==> src/rtl/x64_instruction_byte_encoder_macros.svh <==
// ----------------------------------------------------------------------------
// x64 instruction byte encoder assertion macros
// Concurrent checks sampled on clk_i and held off during reset.
// ----------------------------------------------------------------------------
`ifndef X64_INSTRUCTION_BYTE_ENCODER_MACROS_SVH
`define X64_INSTRUCTION_BYTE_ENCODER_MACROS_SVH

// consequent in the same cycle
`define X64E_ASSERT_NOW(lbl, ante, cons, msg) \
  lbl: assert property (@(posedge clk_i) disable iff (!rst_ni) (ante) |-> (cons)) \
    else $error(msg);

// consequent in the next cycle
`define X64E_ASSERT_NEXT(lbl, ante, cons, msg) \
  lbl: assert property (@(posedge clk_i) disable iff (!rst_ni) (ante) |=> (cons)) \
    else $error(msg);

`endif

==> src/rtl/x64e_pkg.sv <==
// ----------------------------------------------------------------------------
// x64e_pkg
// Shared types, opcode constants and field helpers of the byte encoder.
// ----------------------------------------------------------------------------
package x64e_pkg;

  localparam int unsigned ENC_MAX_BYTES = 10;
  localparam int unsigned LEN_W         = 4;
  localparam int unsigned QUEUE_DEPTH   = 2;

  typedef enum logic [4:0] {
    OP_MOV      = 5'd0,
    OP_CALLREG  = 5'd1,
    OP_CALLREL  = 5'd2,
    OP_RET      = 5'd3,
    OP_CMPIMM   = 5'd4,
    OP_CMPREG   = 5'd5,
    OP_JCC      = 5'd6,
    OP_JMPREL   = 5'd7,
    OP_JMPRIP   = 5'd8,
    OP_JMPREG   = 5'd9,
    OP_REGREG   = 5'd10,
    OP_MEMSIB   = 5'd11,
    OP_MEM      = 5'd12,
    OP_OPIMM    = 5'd13,
    OP_ARITHIMM = 5'd14,
    OP_PUSH     = 5'd15,
    OP_POP      = 5'd16,
    OP_CMOVL    = 5'd17
  } op_e;

  localparam logic [7:0] REX_BASE        = 8'h40;
  localparam logic [7:0] OPC_MOV_IMM     = 8'hB8;
  localparam logic [7:0] OPC_GRP1_IMM32  = 8'h81;
  localparam logic [7:0] OPC_GRP1_IMM8   = 8'h83;
  localparam logic [7:0] OPC_CMP_RM      = 8'h3B;
  localparam logic [7:0] OPC_CALL_REL    = 8'hE8;
  localparam logic [7:0] OPC_JMP_REL     = 8'hE9;
  localparam logic [7:0] OPC_RET         = 8'hC3;
  localparam logic [7:0] OPC_POP_RM      = 8'h8F;
  localparam logic [7:0] OPC_CMOVL       = 8'h4C;
  localparam logic [7:0] OPC_ESC         = 8'h0F;
  localparam logic [7:0] OPC_GRP5        = 8'hFF;
  localparam logic [7:0] OPC_PUSH        = 8'h50;
  localparam logic [7:0] JCC_SHORT_DELTA = 8'h10;

  localparam logic [2:0] EXT_CALL = 3'd2;
  localparam logic [2:0] EXT_JMP  = 3'd4;
  localparam logic [2:0] EXT_CMP  = 3'd7;
  localparam logic [2:0] EXT_POP  = 3'd0;

  localparam logic [1:0] MOD_IND    = 2'd0;
  localparam logic [1:0] MOD_DISP8  = 2'd1;
  localparam logic [1:0] MOD_DISP32 = 2'd2;
  localparam logic [1:0] MOD_REG    = 2'd3;

  localparam logic [2:0] RM_SIB   = 3'd4;
  localparam logic [2:0] RM_RIP   = 3'd5;
  localparam logic [3:0] IDX_NONE = 4'd4;

  typedef logic [ENC_MAX_BYTES-1:0][7:0] enc_bytes_t;

  typedef struct packed {
    enc_bytes_t       bytes;
    logic [LEN_W-1:0] len;
  } entry_t;

  typedef struct packed {
    logic [7:0]       code;
    logic [LEN_W-1:0] pos;
    logic             last;
  } result_t;

  function automatic logic fits8(input logic [31:0] v);
    return (v[31:7] == '0) || (v[31:7] == '1);
  endfunction

  function automatic logic [7:0] rex(input logic w, input logic r, input logic x,
                                     input logic b);
    return REX_BASE | {4'h0, w, r, x, b};
  endfunction

  function automatic logic [7:0] modrm(input logic [1:0] md, input logic [2:0] reg_f,
                                       input logic [2:0] rm_f);
    return {md, reg_f, rm_f};
  endfunction

endpackage

==> src/rtl/x64_instruction_byte_encoder.sv <==
// ----------------------------------------------------------------------------
// x64_instruction_byte_encoder: one request in, its x86-64 bytes out
// A request passes the front register, the queue and the back registers,
// then goes out one byte per cycle, 1 to 10; requests queue while one is sent.
// Reset clears all control; no strobe until a request has been taken.
// ----------------------------------------------------------------------------
`include "x64_instruction_byte_encoder_macros.svh"

module x64_instruction_byte_encoder #(
  parameter int unsigned QueueDepth = x64e_pkg::QUEUE_DEPTH
) (
  input  logic                           clk_i,
  input  logic                           rst_ni,
  input  logic                           start,
  output logic                           busy,
  input  logic [4:0]                     op_i,
  input  logic [7:0]                     opcode_byte_i,
  input  logic [3:0]                     reg_field_i,
  input  logic [3:0]                     rm_register_i,
  input  logic [3:0]                     index_register_i,
  input  logic [1:0]                     scale_code_i,
  input  logic [7:0]                     cond_byte_i,
  input  logic [2:0]                     ext_code_i,
  input  logic signed [63:0]             imm_value_i,
  input  logic signed [31:0]             displacement_i,
  output logic                           result_valid_o,
  output logic [7:0]                     code_byte_o,
  output logic [x64e_pkg::LEN_W-1:0]     byte_position_o,
  output logic                           last_byte_o
);
  import x64e_pkg::*;

  logic    front_ready;
  logic    push;
  entry_t  front_entry;
  logic    q_full;
  logic    q_valid;
  entry_t  q_data;
  logic    pop;
  result_t res;

  x64e_front u_front (
    .clk_i           (clk_i),
    .rst_ni          (rst_ni),
    .start_i         (start),
    .ready_o         (front_ready),
    .op_i            (op_i),
    .opcode_byte_i   (opcode_byte_i),
    .reg_field_i     (reg_field_i),
    .rm_register_i   (rm_register_i),
    .index_register_i(index_register_i),
    .scale_code_i    (scale_code_i),
    .cond_byte_i     (cond_byte_i),
    .ext_code_i      (ext_code_i),
    .imm_value_i     (imm_value_i),
    .displacement_i  (displacement_i),
    .push_o          (push),
    .entry_o         (front_entry),
    .q_full_i        (q_full)
  );

  x64e_queue #(
    .Depth(QueueDepth)
  ) u_queue (
    .clk_i  (clk_i),
    .rst_ni (rst_ni),
    .push_i (push),
    .data_i (front_entry),
    .full_o (q_full),
    .pop_i  (pop),
    .valid_o(q_valid),
    .data_o (q_data)
  );

  x64e_back u_back (
    .clk_i      (clk_i),
    .rst_ni     (rst_ni),
    .q_valid_i  (q_valid),
    .q_data_i   (q_data),
    .pop_o      (pop),
    .res_valid_o(result_valid_o),
    .res_o      (res)
  );

  assign busy            = !front_ready;
  assign code_byte_o     = res.code;
  assign byte_position_o = res.pos;
  assign last_byte_o     = res.last;

  `X64E_ASSERT_NEXT(a_bytes_contiguous, result_valid_o && !last_byte_o, result_valid_o && (byte_position_o == LEN_W'($past(byte_position_o) + 1'b1)), "instruction bytes not contiguous")

  `X64E_ASSERT_NEXT(a_new_item_at_zero, !result_valid_o || last_byte_o, !result_valid_o || (byte_position_o == '0), "instruction does not start at byte zero")

  `X64E_ASSERT_NOW(a_length_cap, result_valid_o && (byte_position_o == LEN_W'(ENC_MAX_BYTES - 1)), last_byte_o, "instruction longer than ten bytes")

endmodule

==> src/rtl/x64e_front.sv <==
// ----------------------------------------------------------------------------
// x64e_front
// Accepts a request, picks the encoding and registers the finished bytes.
// ----------------------------------------------------------------------------
module x64e_front (
  input  logic                clk_i,
  input  logic                rst_ni,
  input  logic                start_i,
  output logic                ready_o,
  input  logic [4:0]          op_i,
  input  logic [7:0]          opcode_byte_i,
  input  logic [3:0]          reg_field_i,
  input  logic [3:0]          rm_register_i,
  input  logic [3:0]          index_register_i,
  input  logic [1:0]          scale_code_i,
  input  logic [7:0]          cond_byte_i,
  input  logic [2:0]          ext_code_i,
  input  logic signed [63:0]  imm_value_i,
  input  logic signed [31:0]  displacement_i,
  output logic                push_o,
  output x64e_pkg::entry_t    entry_o,
  input  logic                q_full_i
);
  import x64e_pkg::*;

  enc_bytes_t       bytes;
  logic [LEN_W-1:0] len;
  logic [31:0]      disp;
  logic [31:0]      imm32;
  logic             disp_s8;
  logic             imm_s8;
  logic             imm_wide;
  logic [1:0]       mem_mod;
  logic             sib_form;
  logic [3:0]       sib_idx;
  logic [1:0]       sib_scale;
  logic [7:0]       grp_ext_reg;
  logic [2:0]       grp_ext;

  logic   valid_q;
  entry_t entry_q;
  logic   take;

  assign disp      = displacement_i;
  assign imm32     = imm_value_i[31:0];
  assign disp_s8   = fits8(disp);
  assign imm_s8    = fits8(imm32);
  assign imm_wide  = !((imm_value_i[63:31] == '0) || (imm_value_i[63:31] == '1));
  assign mem_mod   = disp_s8 ? MOD_DISP8 : MOD_DISP32;
  assign sib_form  = (op_e'(op_i) == OP_MEMSIB) || (rm_register_i[2:0] == RM_SIB);
  assign sib_idx   = (op_e'(op_i) == OP_MEMSIB) ? index_register_i : IDX_NONE;
  assign sib_scale = (op_e'(op_i) == OP_MEMSIB) ? scale_code_i : 2'd0;
  assign grp_ext   = (op_e'(op_i) == OP_CMPIMM) ? EXT_CMP : ext_code_i;
  assign grp_ext_reg = imm_s8 ? OPC_GRP1_IMM8 : OPC_GRP1_IMM32;

  always_comb begin
    bytes = '0;
    len   = '0;
    case (op_e'(op_i))
      OP_MOV: begin
        bytes[0] = rex(imm_wide, 1'b0, 1'b0, rm_register_i[3]);
        bytes[1] = OPC_MOV_IMM | {5'd0, rm_register_i[2:0]};
        if (imm_wide) begin
          bytes[9:2] = imm_value_i;
          len        = LEN_W'(10);
        end else begin
          bytes[5:2] = imm32;
          len        = LEN_W'(6);
        end
      end
      OP_CALLREG: begin
        bytes[0] = rex(1'b1, 1'b0, 1'b0, rm_register_i[3]);
        bytes[1] = OPC_GRP5;
        bytes[2] = modrm(MOD_REG, EXT_CALL, rm_register_i[2:0]);
        len      = LEN_W'(3);
      end
      OP_CALLREL: begin
        bytes[0]   = OPC_CALL_REL;
        bytes[4:1] = disp;
        len        = LEN_W'(5);
      end
      OP_RET: begin
        bytes[0] = OPC_RET;
        len      = LEN_W'(1);
      end
      OP_CMPIMM, OP_ARITHIMM: begin
        bytes[0] = rex(1'b1, 1'b0, 1'b0, rm_register_i[3]);
        bytes[1] = grp_ext_reg;
        bytes[2] = modrm(MOD_REG, grp_ext, rm_register_i[2:0]);
        if (imm_s8) begin
          bytes[3] = imm32[7:0];
          len      = LEN_W'(4);
        end else begin
          bytes[6:3] = imm32;
          len        = LEN_W'(7);
        end
      end
      OP_CMPREG: begin
        bytes[0] = rex(1'b1, reg_field_i[3], 1'b0, rm_register_i[3]);
        bytes[1] = OPC_CMP_RM;
        bytes[2] = modrm(MOD_REG, reg_field_i[2:0], rm_register_i[2:0]);
        len      = LEN_W'(3);
      end
      OP_JCC: begin
        if (disp_s8) begin
          bytes[0] = cond_byte_i - JCC_SHORT_DELTA;
          bytes[1] = disp[7:0];
          len      = LEN_W'(2);
        end else begin
          bytes[0]   = OPC_ESC;
          bytes[1]   = cond_byte_i;
          bytes[5:2] = disp;
          len        = LEN_W'(6);
        end
      end
      OP_JMPREL: begin
        bytes[0]   = OPC_JMP_REL;
        bytes[4:1] = disp;
        len        = LEN_W'(5);
      end
      OP_JMPRIP: begin
        bytes[0]   = OPC_GRP5;
        bytes[1]   = modrm(MOD_IND, EXT_JMP, RM_RIP);
        bytes[5:2] = disp;
        len        = LEN_W'(6);
      end
      OP_JMPREG: begin
        if (rm_register_i[3]) begin
          bytes[0] = rex(1'b0, 1'b0, 1'b0, 1'b1);
          bytes[1] = OPC_GRP5;
          bytes[2] = modrm(MOD_REG, EXT_JMP, rm_register_i[2:0]);
          len      = LEN_W'(3);
        end else begin
          bytes[0] = OPC_GRP5;
          bytes[1] = modrm(MOD_REG, EXT_JMP, rm_register_i[2:0]);
          len      = LEN_W'(2);
        end
      end
      OP_REGREG, OP_OPIMM: begin
        bytes[0] = rex(1'b1, reg_field_i[3], 1'b0, rm_register_i[3]);
        bytes[1] = opcode_byte_i;
        bytes[2] = modrm(MOD_REG, reg_field_i[2:0], rm_register_i[2:0]);
        if (op_e'(op_i) == OP_OPIMM) begin
          bytes[6:3] = imm32;
          len        = LEN_W'(7);
        end else begin
          len        = LEN_W'(3);
        end
      end
      OP_MEMSIB, OP_MEM: begin
        bytes[1] = opcode_byte_i;
        if (sib_form) begin
          bytes[0] = rex(1'b1, reg_field_i[3], sib_idx[3], rm_register_i[3]);
          bytes[2] = modrm(mem_mod, reg_field_i[2:0], RM_SIB);
          bytes[3] = {sib_scale, sib_idx[2:0], rm_register_i[2:0]};
          if (disp_s8) begin
            bytes[4] = disp[7:0];
            len      = LEN_W'(5);
          end else begin
            bytes[7:4] = disp;
            len        = LEN_W'(8);
          end
        end else begin
          bytes[0] = rex(1'b1, reg_field_i[3], 1'b0, rm_register_i[3]);
          bytes[2] = modrm(mem_mod, reg_field_i[2:0], rm_register_i[2:0]);
          if (disp_s8) begin
            bytes[3] = disp[7:0];
            len      = LEN_W'(4);
          end else begin
            bytes[6:3] = disp;
            len        = LEN_W'(7);
          end
        end
      end
      OP_PUSH: begin
        if (rm_register_i[3]) begin
          bytes[0] = rex(1'b0, 1'b0, 1'b0, 1'b1);
          bytes[1] = OPC_PUSH + {5'd0, rm_register_i[2:0]};
          len      = LEN_W'(2);
        end else begin
          bytes[0] = OPC_PUSH + {5'd0, rm_register_i[2:0]};
          len      = LEN_W'(1);
        end
      end
      OP_POP: begin
        bytes[0] = rex(1'b1, 1'b0, 1'b0, rm_register_i[3]);
        bytes[1] = OPC_POP_RM;
        bytes[2] = modrm(MOD_REG, EXT_POP, rm_register_i[2:0]);
        len      = LEN_W'(3);
      end
      OP_CMOVL: begin
        bytes[0] = rex(1'b1, reg_field_i[3], 1'b0, rm_register_i[3]);
        bytes[1] = OPC_ESC;
        bytes[2] = OPC_CMOVL;
        bytes[3] = modrm(MOD_REG, reg_field_i[2:0], rm_register_i[2:0]);
        len      = LEN_W'(4);
      end
      default: begin
        bytes = '0;
        len   = '0;
      end
    endcase
  end

  assign ready_o = !valid_q || !q_full_i;
  assign take    = start_i && ready_o;
  assign push_o  = valid_q && !q_full_i;
  assign entry_o = entry_q;

  // drop requests that encode to nothing
  always_ff @(posedge clk_i or negedge rst_ni) begin
    if (!rst_ni) begin
      valid_q <= 1'b0;
    end else if (take) begin
      valid_q <= (len != '0);
    end else if (push_o) begin
      valid_q <= 1'b0;
    end
  end

  always_ff @(posedge clk_i) begin
    if (take) begin
      entry_q <= '{bytes: bytes, len: len};
    end
  end

endmodule

==> src/rtl/x64e_queue.sv <==
// ----------------------------------------------------------------------------
// x64e_queue
// Small FIFO of encoded instructions between front and back.
// ----------------------------------------------------------------------------
module x64e_queue #(
  parameter int unsigned Depth = x64e_pkg::QUEUE_DEPTH
) (
  input  logic             clk_i,
  input  logic             rst_ni,
  input  logic             push_i,
  input  x64e_pkg::entry_t data_i,
  output logic             full_o,
  input  logic             pop_i,
  output logic             valid_o,
  output x64e_pkg::entry_t data_o
);
  import x64e_pkg::*;

  localparam int unsigned PtrW = (Depth > 1) ? $clog2(Depth) : 1;
  localparam int unsigned CntW = $clog2(Depth + 1);
  localparam logic [PtrW-1:0] PtrLast = PtrW'(Depth - 1);
  localparam logic [CntW-1:0] CntFull = CntW'(Depth);

  entry_t          mem_q [Depth];
  logic [PtrW-1:0] wr_ptr_q;
  logic [PtrW-1:0] rd_ptr_q;
  logic [CntW-1:0] count_q;
  logic            do_push;
  logic            do_pop;

  assign full_o  = (count_q == CntFull);
  assign valid_o = (count_q != '0);
  assign data_o  = mem_q[rd_ptr_q];
  assign do_push = push_i && !full_o;
  assign do_pop  = pop_i && valid_o;

  always_ff @(posedge clk_i or negedge rst_ni) begin
    if (!rst_ni) begin
      wr_ptr_q <= '0;
      rd_ptr_q <= '0;
      count_q  <= '0;
    end else begin
      if (do_push) begin
        wr_ptr_q <= (wr_ptr_q == PtrLast) ? '0 : wr_ptr_q + 1'b1;
      end
      if (do_pop) begin
        rd_ptr_q <= (rd_ptr_q == PtrLast) ? '0 : rd_ptr_q + 1'b1;
      end
      if (do_push && !do_pop) begin
        count_q <= count_q + 1'b1;
      end else if (do_pop && !do_push) begin
        count_q <= count_q - 1'b1;
      end
    end
  end

  always_ff @(posedge clk_i) begin
    if (do_push) begin
      mem_q[wr_ptr_q] <= data_i;
    end
  end

endmodule

==> src/rtl/x64e_back.sv <==
// ----------------------------------------------------------------------------
// x64e_back
// Takes encoded instructions from the queue and sends one byte per cycle.
// ----------------------------------------------------------------------------
module x64e_back (
  input  logic              clk_i,
  input  logic              rst_ni,
  input  logic              q_valid_i,
  input  x64e_pkg::entry_t  q_data_i,
  output logic              pop_o,
  output logic              res_valid_o,
  output x64e_pkg::result_t res_o
);
  import x64e_pkg::*;

  logic             active_q;
  entry_t           entry_q;
  logic [LEN_W-1:0] idx_q;
  logic             last_now;
  logic             res_valid_q;
  result_t          res_q;

  assign last_now = (idx_q == LEN_W'(entry_q.len - 1'b1));
  assign pop_o    = q_valid_i && (!active_q || last_now);

  always_ff @(posedge clk_i or negedge rst_ni) begin
    if (!rst_ni) begin
      active_q    <= 1'b0;
      idx_q       <= '0;
      res_valid_q <= 1'b0;
    end else begin
      res_valid_q <= active_q;
      if (pop_o) begin
        active_q <= 1'b1;
        idx_q    <= '0;
      end else if (active_q) begin
        if (last_now) begin
          active_q <= 1'b0;
        end else begin
          idx_q <= idx_q + 1'b1;
        end
      end
    end
  end

  always_ff @(posedge clk_i) begin
    if (pop_o) begin
      entry_q <= q_data_i;
    end
    res_q <= '{code: entry_q.bytes[idx_q], pos: idx_q, last: last_now};
  end

  assign res_valid_o = res_valid_q;
  assign res_o       = res_q;

endmodule
==> config.mk <==
export PLATFORM = sky130hd
export DESIGN_NAME = x64_instruction_byte_encoder
export DESIGN_NICKNAME = d
export VERILOG_FILES = /design/src/rtl/x64e_pkg.sv /design/src/rtl/x64_instruction_byte_encoder.sv /design/src/rtl/x64e_front.sv /design/src/rtl/x64e_queue.sv /design/src/rtl/x64e_back.sv
export VERILOG_INCLUDE_DIRS = /design/src /design/src/rtl
export SDC_FILE = /design/constraint.sdc
export NUM_CORES = 1
export LEC_CHECK = 0
export BUFFER_PORTS_ARGS = -buffer_cell sky130_fd_sc_hd__buf_2
export CAP_MARGIN = 10
export CORE_AREA = 2 2 173 175
export CTS_CLUSTER_DIAMETER = 60
export DETAILED_ROUTE_END_ITERATION = 6
export DIE_AREA = 0 0 175 177
export GPL_TIMING_DRIVEN = 1
export PLACE_DENSITY = 0.74
export SYNTH_ARGS = -nofsm -noshare
export SYNTH_HDL_FRONTEND = slang
export SYNTH_SLANG_ARGS = --single-unit
==> constraint.sdc <==
create_clock -name clk_i -period 7.7 [get_ports clk_i]
set_clock_uncertainty 0.2 [all_clocks]
set_input_delay 2.31 -clock clk_i [delete_from_list [all_inputs] [get_ports clk_i]]
set_output_delay 2.31 -clock clk_i [all_outputs]
set_load 0.02 [all_outputs]
* Word-level counts from Yosys, hierarchy flattened
Memory sizes are Yosys's and may differ from the RTL's. A register that Yosys moved wholly into a read port is not among the register bits. Cells that the tools add are included.
Operators by class: reduce and logical (&&, ||, !) cells 40, equality and inequality tests 24, bitwise gates (word level) 1, $add $sub $neg 8, order comparisons 1, mux-type cells 52
Operator list (count):
- $pmux 8 s11 | 2
- $pmux 8 s12 | 1
- $mux 32 | 2
- $pmux 8 s8 | 1
- $pmux 8 s7 | 1
- $eq 25x25->1 const B | 2
- $logic_not 25->1 | 2
- $mux 24 | 2
- $pmux 4 s12 | 1
- $pmux 8 s6 | 1
- $eq 5x4->1 const B | 8
- $mux 40 | 1
- $mux 8 | 5
- $eq 33x33->1 const B | 1
- $logic_not 33->1 | 1
- $bmux 8 s4 | 1
- $mux 16 | 2
- $pmux 8 s4 | 1
- $mux 4 | 7
- $eq 5x3->1 const B | 4
- $mux 2 | 9
- $pmux 8 s2 | 1
- $mux 13 | 1
- $reduce_or 4->1 | 3
- 27 further kinds | 66
Word-level totals: word-level logic and storage cells 148, register bits 108, RAM bits 168, memories kept 1
Memory list:
- u_queue.mem_q | words 2, bits a word 84, read ports 1, clocked after memory_dff 1, write ports 1, RTL line x64e_queue.sv:24 | entry_t mem_q [Depth];

* Depth between registers and ports, before layout
Gate-level depths: netlist (run 1).
depth after elaboration 8, gate-level depth with buffers 12

* By module
A second synthesis (run 1) with hierarchy kept.
Second synthesis, totals: cells, all modules 1081, area total of the unflattened synthesis 15867.7 um^2
Modules (own cells, without submodules):
- x64e_queue | times used 1, cells an instance 280, area an instance 6267.3 um^2
- x64e_front | times used 1, cells an instance 618, area an instance 5764.3 um^2
- x64e_back | times used 1, cells an instance 182, area an instance 3832.4 um^2
- x64_instruction_byte_encoder | times used 1, cells an instance 1, area an instance 3.8 um^2

* Worst setup path after synthesis (run 1)
No wires, ideal clock.
path kind input to register, start input port start, end register u_front.entry_q (netlist bit u_front.entry_o[0]), enable pin, data required time 6.964 ns, cell stages on the path 1, arrival time 5.979 ns, slack 0.986 ns, buffers on the path 0, cells stage by stage nor2b_1
On the way: cells in the longest elaborated chain, start to end 1
Ends and longest elaborated chain:
- start: declaration | RTL line x64_instruction_byte_encoder.sv:14 | input logic start,
- $logic_and 1x1->1 | RTL line x64e_front.sv:206 | assign take = start_i && ready_o;
- end signal: assignment | RTL line x64e_front.sv:223 | entry_q <= '{bytes: bytes, len: len};
- end: declaration | RTL line x64e_front.sv:41 | entry_t entry_q;
Every way passes these cells. A chain may end at the register's enable or synchronous reset.

* Final worst setup path (run 1)
start input port op_i[0], end register u_front.valid_q
On the way: cells in the longest elaborated chain, start to end 6, elaborated cells between the ends (all ways) 29, classes of those cells eq/ne (17); mux (4); reduce/logical (8)
Ends and longest elaborated chain:
- start: declaration | RTL line x64_instruction_byte_encoder.sv:16 | input logic [4:0] op_i,
- $eq 5x4->1 | RTL line x64e_front.sv:50, x64e_front.sv:59
- $logic_or 1x1->1 | RTL line x64e_front.sv:50 | assign sib_form = (op_e'(op_i) == OP_MEMSIB) || (rm_register_i[2:0] == RM_SIB);
- $mux 4 | RTL line x64e_front.sv:152 | if (sib_form) begin
- $pmux 4 s12 (*) | RTL line x64e_front.sv:59 | case (op_e'(op_i))
- $reduce_bool 4->1 (*) | RTL line x64e_front.sv:215 | valid_q <= (len != '0);
- $mux 1 (*) | RTL line x64e_front.sv:214 | end else if (take) begin
- end signal: assignment | RTL line x64e_front.sv:215
- end: declaration | RTL line x64e_front.sv:40 | logic valid_q;
Every way passes the cells marked *; elsewhere a longest branch is shown, timed or not.

==> summary.txt, run 1 <==
Critical path
  – WP data required: between 7 and 8 ns
  – Dominant delay contributor by cell family on the critical path: simple AND/OR/NAND/NOR gates
  – Reg-to-reg slack, setup: about 3.6 ns
  – Crit path arrival time: around 5.3 ns
  – Slowest cell on crit path: nor3_2
  – Slowest stage delay, CP: 0.65 ns
  – Critical Path Source Type: primary input
  – Cell depth of the worst flop-to-flop path: 7
  – Crit path cell chain: buf_2 -> nand2_1 -> nor3_2 -> nor2_1 -> ha_1 -> nand2b_1 -> a211oi_1 -> o21ai_0 -> o2111a_1 -> a41oi_1
  – Worst Setup End Kind: flip-flop
  – R2R Path Start: u_back.idx_q[0]
  – Worst R2R End: u_back.entry_q[79]
  – Crit path max fanout: 38
  – Critical Path Source: op_i[0]
  – Critical path class: in2reg
  – CP bufs+invs: 1

CTS
  – CTS resizes: 0
  – TritonCTS Buffers: 35
  – Worst-Skew Late Latency: just over 0.5 ns
  – TritonCTS clock tree: yes
  – Clk pin slew, worst setup/hold paths: approximately 0.06 ns
  – Clk buf depth: 3
  – H-Tree Depth: 2
  – CTS Root Buffer Type: clkbuf_16
  – # Post-CTS Setup Buffers: 0
  – Clk sink count: 360
  – Post-CTS Hold Buffers: 0

Place
  – Post-DP Area: between 15000 and 20000 um^2
  – Dpl ws: 2.20 ns
  – Inst Count DP: ~1600
  – GP Congestion: 0.973
  – DP HPWL: between 20000 and 30000 um
  – Port Buffers: between 150 and 200

Layout
  – Layout area overhead: 15.1%
  – Post-layout nets: ~1400
  – Final core occ: approximately three fifths
  – Multi-input gate area: slightly below 5000 um^2
  – Fillers: between 2000 and 2500
  – Antenna cells: 0
  – Finished Layout Cells: roughly 1700
  – Final Instance Area: between 15000 and 20000 um^2
  – Sequential cell area: 10600 um^2
  – Layout cell share with drive strength beyond 1: 27.1%

Timing
  – Setup violations, final: 0
  – Relative slew slack: between 30% and 40%
  – Final setup margin: between 2 and 3 ns
  – RSZ-0062 raised after global routing: false
  – Final Hold Viols: 0
  – Final Max Slew Viols: 0
  – Post-layout min period: around 5 ns
  – Least-Margin Pin Slew: between 1 and 1.5 ns
  – Crit share post-route: approximately 66%
  – Fin Setup TNS: 0 ns
  – Max Fclk: between 0.15 and 0.2 GHz

Logic synthesis
  – Post-Syn Area: about 16000 um^2
  – Average size of a mapped cell: 14.3 um^2
  – Synth Warn #: 0
  – Mapped Nets: 1244
  – Post-synth EDFFs: around 340
  – Largest family of logic cells by synthesized area: simple AND/OR/NAND/NOR gates
  – Yosys reg bits: between 300 and 400
  – Adder-Cell Fraction of Synth Area: less than 1%
  – Syn Inst Count: 1100
  – Post-Synth Simple-Gate Area: 10.1%
  – Top FF cell, synth: edfxtp_1
  – Largest cells by area after synthesis: edfxtp_1, mux2_2, mux4_2, nand2_1, dfrtp_1
  – Seq/Total Area, Yosys: between 60% and 70%
  – Yosys top cell area share: 64.1%
  – Yosys top cell by area: edfxtp_1
  – Xor and xnor fraction of the mapped netlist area: 0.835%
  – Post-synthesis mux area share: under 10%
  – Synth unique cells: 64
  – Post-synthesis compound-gate area fraction: under 10%
  – FFs w/ async S/R, synth: slightly above 3%

Hold path
  – WHS Endpoint: u_back.res_valid_o
  – Worst min path class: reg2reg
  – Hold Path Origin: u_back.active_q
  – WHS Path Cells: 0

Power and ir drop
  – Peak VDD IR: roughly 0.00017 V
  – Leakage: approximately 6.4 nW
  – Pwr per Cell Area: roughly 340 nW/um^2

Floorplan
  – Die width: about 180 um
  – Num rows: 63
  – I/O pin count: ~150
  – Core Area: 29200 um^2
  – Starting Density: 53.8%
  – Die height: roughly 180 um
  – DIE AREA: 31000 um^2

Detailed routing
  – Vias: roughly 11000
  – Post-route antenna net violation count: 0
  – First-pass detailed-route iteration total: 6
  – Iteration-0 DRC Markers: 1500
  – Vias per Instance: around 6.3
  – Final WL: about 43000 um
  – Avg WL per Cell: 25.7 um
  – DR DRC count: 0

GRT
  – Vias in the first global route: just over 10000
  – Pin count of the biggest net entering global routing: a little over 70
  – Tot GR Track Use: ~28%
  – Gr ovfl total: 0
  – First-pass GRT wire length: roughly 63000 um
  – Initial antenna violation count: 1

Run status
  – Status: completed

Flow run
  – Max Cap Viol: 0
worst reg2reg max path, delay by kind of cell, from the launching register on:
kind | cells | cell delay, ns
AND/OR/NAND/NOR | 1 | 0.09
AO/OA/AOI/OAI | 2 | 1.20
buffers and inverters | 3 | 1.66
XOR/XNOR | 1 | 0.20
flip-flops | 1 | 0.32
stage by stage:
stage | total power [mW] | hold WS, ns
2_1_floorplan | 4.00 | 0.154
3_3_place_gp | 4.46 | 0.168
3_5_place_dp | 4.51 | 0.167
4_1_cts | 6.23 | 0.181
5_1_grt | 6.44 | 0.196
6_report | 6.17 | 0.179
power breakdown:
part           switching, mW  total [mW]  internal, mW
Sequential             0.187        3.02          2.84
Clock                  0.663        1.72          1.05
Combinational          0.866        1.43         0.564
cells by family (layout without fill, tap and decap cells):
family | count (synthesis) | count (layout)
compound gates | 213 | 213
flops | 360 | 360
simple gates | 307 | 307
xor+xnor | 15 | 15
fa+ha+maj | 7 | 7
mux | 108 | 108
buf+inv | 90 | 259
placed cells by master, fill, tap and decap left out, drive strengths merged, types with 21 or more instances in the layout:
cell type and count:
a222oi 24, buf 176, nor2 37, nor4 23, a221o 21, o21ai 38
edfxtp 336, nand4 31, mux2 92, nand3 34, clkbuf 44, inv 23
nand2 89, a21oi 38, nor3 23
registers in the layout, summed over array words and instances, names as in the netlist:
signal / cells
u_back.res_valid_o: 1
u_back.idx_q: 4
u_queue.rd_ptr_q: 1
u_back.entry_q: 84
u_front.entry_o: 84
u_front.valid_q: 1
u_back.res_o: 13
u_queue.wr_ptr_q: 1
u_queue.mem_q: 168
u_queue.count_q: 2
u_back.active_q: 1
Yosys cell counts (11+ instances only):
cell / number
edfxtp_1: 336
mux2_2: 92
nand2_1: 89
clkbuf_1: 50
a21oi_1: 38
o21ai_0: 38
nor2_1: 37
nand3_1: 34
nand4_1: 31
a222oi_1: 24
inv_1: 22
nor3_1: 22
nor4_1: 22
a221o_1: 21
and2_1: 19
a22oi_1: 17
mux4_2: 16
nand2b_1: 14
a221oi_1: 13
dfxtp_1: 13
dfrtp_1: 11
area by class of cell:
type	instances	area share, %
timing repair buffer	176	5.21
inverter	23	0.477
clock buffer	44	5.13
clock inverter	16	1.26
tap	390	2.70
sequential	360	58.7
multi-input combinational	650	26.5
worst max-delay path by stage:
stage	cells past startpoint	slack [ns]	to
2_1_floorplan	1	0.99	u_front.entry_o[0]
3_3_place_gp	10	2.27	u_front.valid_q
3_5_place_dp	10	2.20	u_front.valid_q
4_1_cts	10	2.73	u_front.valid_q
5_1_grt	10	2.43	u_front.valid_q
6_report	10	2.64	u_front.valid_q
layer usage:
layer,global-route usage (%),wire length (um)
met1,39.9,18000
met2,43.6,19500
met3,4.08,3630
met4,9.48,1420
met5,0,13
No activity file was read; power rests on OpenSTA's default activity.
==> run 2: changes to the inputs <==
--- a/config.mk
+++ b/config.mk
@@ -6,12 +6,13 @@
 export SDC_FILE = /design/constraint.sdc
 export NUM_CORES = 1
 export LEC_CHECK = 0
+export ABC_AREA = 1
 export BUFFER_PORTS_ARGS = -buffer_cell sky130_fd_sc_hd__buf_2
 export CAP_MARGIN = 10
-export CORE_AREA = 2 2 173 175
+export CORE_AREA = 2 2 174 176
 export CTS_CLUSTER_DIAMETER = 60
 export DETAILED_ROUTE_END_ITERATION = 6
-export DIE_AREA = 0 0 175 177
+export DIE_AREA = 0 0 176 178
 export GPL_TIMING_DRIVEN = 1
 export PLACE_DENSITY = 0.74
 export SYNTH_ARGS = -nofsm -noshare
==> constraint.sdc (replaced) <==
create_clock -name clk_i -period 4.8 [get_ports clk_i]
set_clock_uncertainty 0.2 [all_clocks]
set_input_delay 1.44 -clock clk_i [delete_from_list [all_inputs] [get_ports clk_i]]
set_output_delay 1.44 -clock clk_i [all_outputs]
set_load 0.02 [all_outputs]
==> run 2 against run 1 <==
Flip-flop and latch count did not move; largest power group unchanged; design area rose by 1.2%; combinational power up 76%; final cell count rose by 27%.
==> summary.txt, run 2 <==
Power and ir drop
  – Design Power: 10.2 mW (+65%)
  – P_int: 6.93 mW (+56%)
  – Peak VDD IR: 0.000295 V (+75%)
  – Clock power frac: 26.0% (-1.8 points)
  – Pwr per Cell Area: 555 nW/um^2 (+63%)
  – Sequential share of power: 49.3% (+0.3 points)
  – Leakage: 7.50 nW (+16%)
  – Gate power share: 24.7% (+1.5 points)
  – Sw Share: 31.9% (+4.1 points)
  – Psw: 3.25 mW (+89%)

Detailed routing
  – Vias per Instance: 5.70 (-10%)
  – Met2 routed WL: 20800 um (+6.6%)
  – Metal-1 WL: 19600 um (+8.7%)
  – Avg WL per Cell: 21.7 um (-15%)
  – Iteration-0 DRC Markers: 1268 (-15%)
  – First-pass detailed-route iteration total: 5 (-1)
  – Top sig layer: met4
  – Final WL: 45700 um (+7.4%)
  – Vias: 11990 (+14%)
  – Post-route antenna net violation count: 0 (unchanged)
  – DR DRC count: 0 (unchanged)
  – WL met3: 3960 um (+9.2%)

Timing
  – Max Fclk: around 0.26 GHz
  – Final Hold Viols: 0 (unchanged)
  – Post-layout min period: approximately 3.8 ns
  – RSZ-0062 raised after global routing: false
  – Fin Setup TNS: 0 ns (unchanged)
  – Setup violations, final: 0 (unchanged)
  – Crit share post-route: roughly 80%
  – Final setup margin: 0.959 ns (-1.68 ns)
  – Relative slew slack: 34.0% (+1.4 points)
  – Least-Margin Pin Slew: 0.989 ns (-0.0208 ns)
  – Final Max Slew Viols: 0 (unchanged)

Critical path
  – Slowest stage delay, CP: 0.37 ns (-0.28 ns)
  – Crit path max fanout: 23 (-39%)
  – WP data required: 5.00 ns (-2.91 ns)
  – Critical path class: in2reg
  – Crit path cell chain: buf_2 -> inv_1 -> nand2_1 -> nor2_1 -> nand2_1 -> nor2_1 -> nand2_1 -> nand2_2 -> inv_2 -> ha_1 -> inv_1 -> nand2_1 -> nand2_1 -> nor2_1 -> nand3_1 -> nor2_1 -> nand3_1 -> nand2_1 -> nand2_1
  – Crit path top cell by count: nand2_1
  – Crit path arrival time: 4.04 ns (-1.23 ns)
  – Worst Setup End Kind: flip-flop
  – Critical Path Source Type: primary input
  – Slowest cell on crit path: ha_1

CTS
  – Clk pin slew, worst setup/hold paths: 0.06 ns (about the same)
  – Post-CTS Hold Buffers: 0 (unchanged)
  – CTS resizes: 0 (unchanged)
  – CTS Root Buffer Type: clkbuf_16
  – # Post-CTS Setup Buffers: 0 (unchanged)
  – H-Tree Depth: 2 (unchanged)
  – Worst-Skew Late Latency: 0.51 ns (about the same)
  – TritonCTS Buffers: 36 (+2.9%)
  – Clk buf depth: 3 (unchanged)
  – Clk sink count: 360 (unchanged)
  – TritonCTS clock tree: yes

Place
  – GP Congestion: 0.958 (-1.6%)
  – DP HPWL: 32900 um (+11%)
  – Dpl ws: 0.517 ns (-1.68 ns)
  – Post-DP Area: 17200 um^2 (+1.5%)
  – Port Buffers: 151 (unchanged)

Run status
  – Status: completed

Logic synthesis
  – Mapped Nets: 1680 (+35%)
  – Post-Syn Area: 16000 um^2 (+1.6%)
  – Syn Inst Count: 1536 (+40%)
  – Yosys reg bits: 360 (unchanged)
  – Average size of a mapped cell: 10.4 um^2 (-27%)
  – Largest cells by area after synthesis: edfxtp_1, nand2_1, nor2_1, inv_1, dfrtp_1
  – Synth unique cells: 44 (-31%)
  – FFs w/ async S/R, synth: 3.06% (unchanged)
  – Post-synth EDFFs: 336 (unchanged)
  – Most common library cells after synthesis: nand2_1, edfxtp_1, nor2_1
  – Yosys top cell by area: edfxtp_1
  – Seq/Total Area, Yosys: 66.5% (-1.1 points)
  – Top FF cell, synth: edfxtp_1
  – Cell with the most instances after synthesis: nand2_1
  – Synth Warn #: 0 (unchanged)
  – Yosys top cell area share: 63.1% (-1.0 points)

Floorplan
  – Num rows: 63 (unchanged)
  – DIE AREA: 31300 um^2 (+1.1%)
  – I/O pin count: 152 (unchanged)
  – Core Area: 29400 um^2 (+0.54%)
  – Starting Density: 54.4% (+0.56 points)
  – Die height: 178 um (+0.56%)
  – Die width: 176 um (+0.57%)

Layout
  – Commonest non-fill, non-tap cells in the layout: nand2_1, edfxtp_1, nor2_1, buf_2, inv_1
  – Post-layout nets: 1834 (+32%)
  – Layout area overhead: 14.7%
  – Final core occ: 62.3% (+0.43 points)
  – Fillers: 2359 (+8.6%)
  – Most common cell after layout, fill and taps aside: nand2_1
  – Layout cell share with drive strength beyond 1: 15.3% (-12 points)
  – Most flops, register: u_queue.mem_q
  – Antenna cells: 0 (unchanged)
  – Final Instance Area: 18300 um^2 (+1.2%)
  – Max FFs per register: 168 (unchanged)

GRT
  – First-pass GRT wire length: 69000 um (+8.7%)
  – Vias in the first global route: 11835 (+15%)
  – Gr ovfl total: 0 (unchanged)
  – Initial antenna violation count: 0 (-1)
  – Pin count of the biggest net entering global routing: 86 (+21%)
  – Tot GR Track Use: 29.7% (+2.0 points)

Flow run
  – Max Cap Viol: 0 (unchanged)

Hold path
  – Worst min path class: reg2reg
==> run 2: logic make-up (layout without fill, tap and decap cells) <==
logic type               after synthesis  in the layout  synth area share (%)
adder cells (fa/ha/maj)                7              7                 0.548
flip-flops                           360            360                  66.5
buffers and inverters                195            374                  4.83
XOR/XNOR                               9              9                 0.493
multiplexers                           6              6                 0.376
AO/OA/AOI/OAI                        199            199                  8.04
AND/OR/NAND/NOR                      760            760                  19.2
==> run 2: path summary, 6_finish.rpt <==
| kind | cells after the start | slack [ns] | start | end |
|---|---|---|---|---|
| setup / recovery | 19 | 0.96 | displacement_i[7] | u_front.valid_q |
| hold / removal | 0 | 0.19 | u_back.active_q | u_back.res_valid_o |
| setup reg to reg | 9 | 1.55 | u_back.idx_q[2] | u_back.entry_q[31] |
| hold reg to reg | 0 | 0.19 | u_back.active_q | u_back.res_valid_o |
| max in group asynchronous | 1 | 3.60 | rst_ni | u_queue.rd_ptr_q |
| min in group asynchronous | 1 | 0.58 | rst_ni | u_queue.wr_ptr_q |
==> run 2: area by class of cell <==
class	instances	area, um^2	area share, %
multi-input cells	981	4600	25.1
clock inverters	22	180	0.983
inverters	142	536	2.92
well taps	390	488	2.66
clock buffers	41	941	5.13
repair buffers	169	953	5.20
flip-flops and latches	360	10600	58.0
==> run 2: worst max-delay path: cells and delay by family <==
kind / cells / cell delay (ns)
adders and majority gates: 1 / 0.37
buffers and inverters: 4 / 0.58
and+or+nand+nor: 14 / 1.64
==> run 2: power by group through the flow <==
stage | logic (mW) | registers, mW | clock network, mW
floorplan | 1.57 | 5.02 | 0
global placement | 2.46 | 5.04 | 0
detailed placement | 2.51 | 5.07 | 0
CTS | 2.54 | 5.02 | 2.70
global route | 2.79 | 5.09 | 2.81
finish | 2.51 | 5.02 | 2.65
==> run 2: per-layer routing <==
metal	vias to the layer above	track usage [%]
met4	0	9.44
met1	5677	42.7
met3	88	4.84
li1	5577	-
met5	-	0
met2	648	46.7
==> run 2: stage by stage <==
step                cells  hold slack (ns)
floorplan            1536            0.145
CTS                  2105            0.191
global route         2105            0.201
finish               2105            0.190
detailed placement   2042            0.169
global placement     2042            0.164
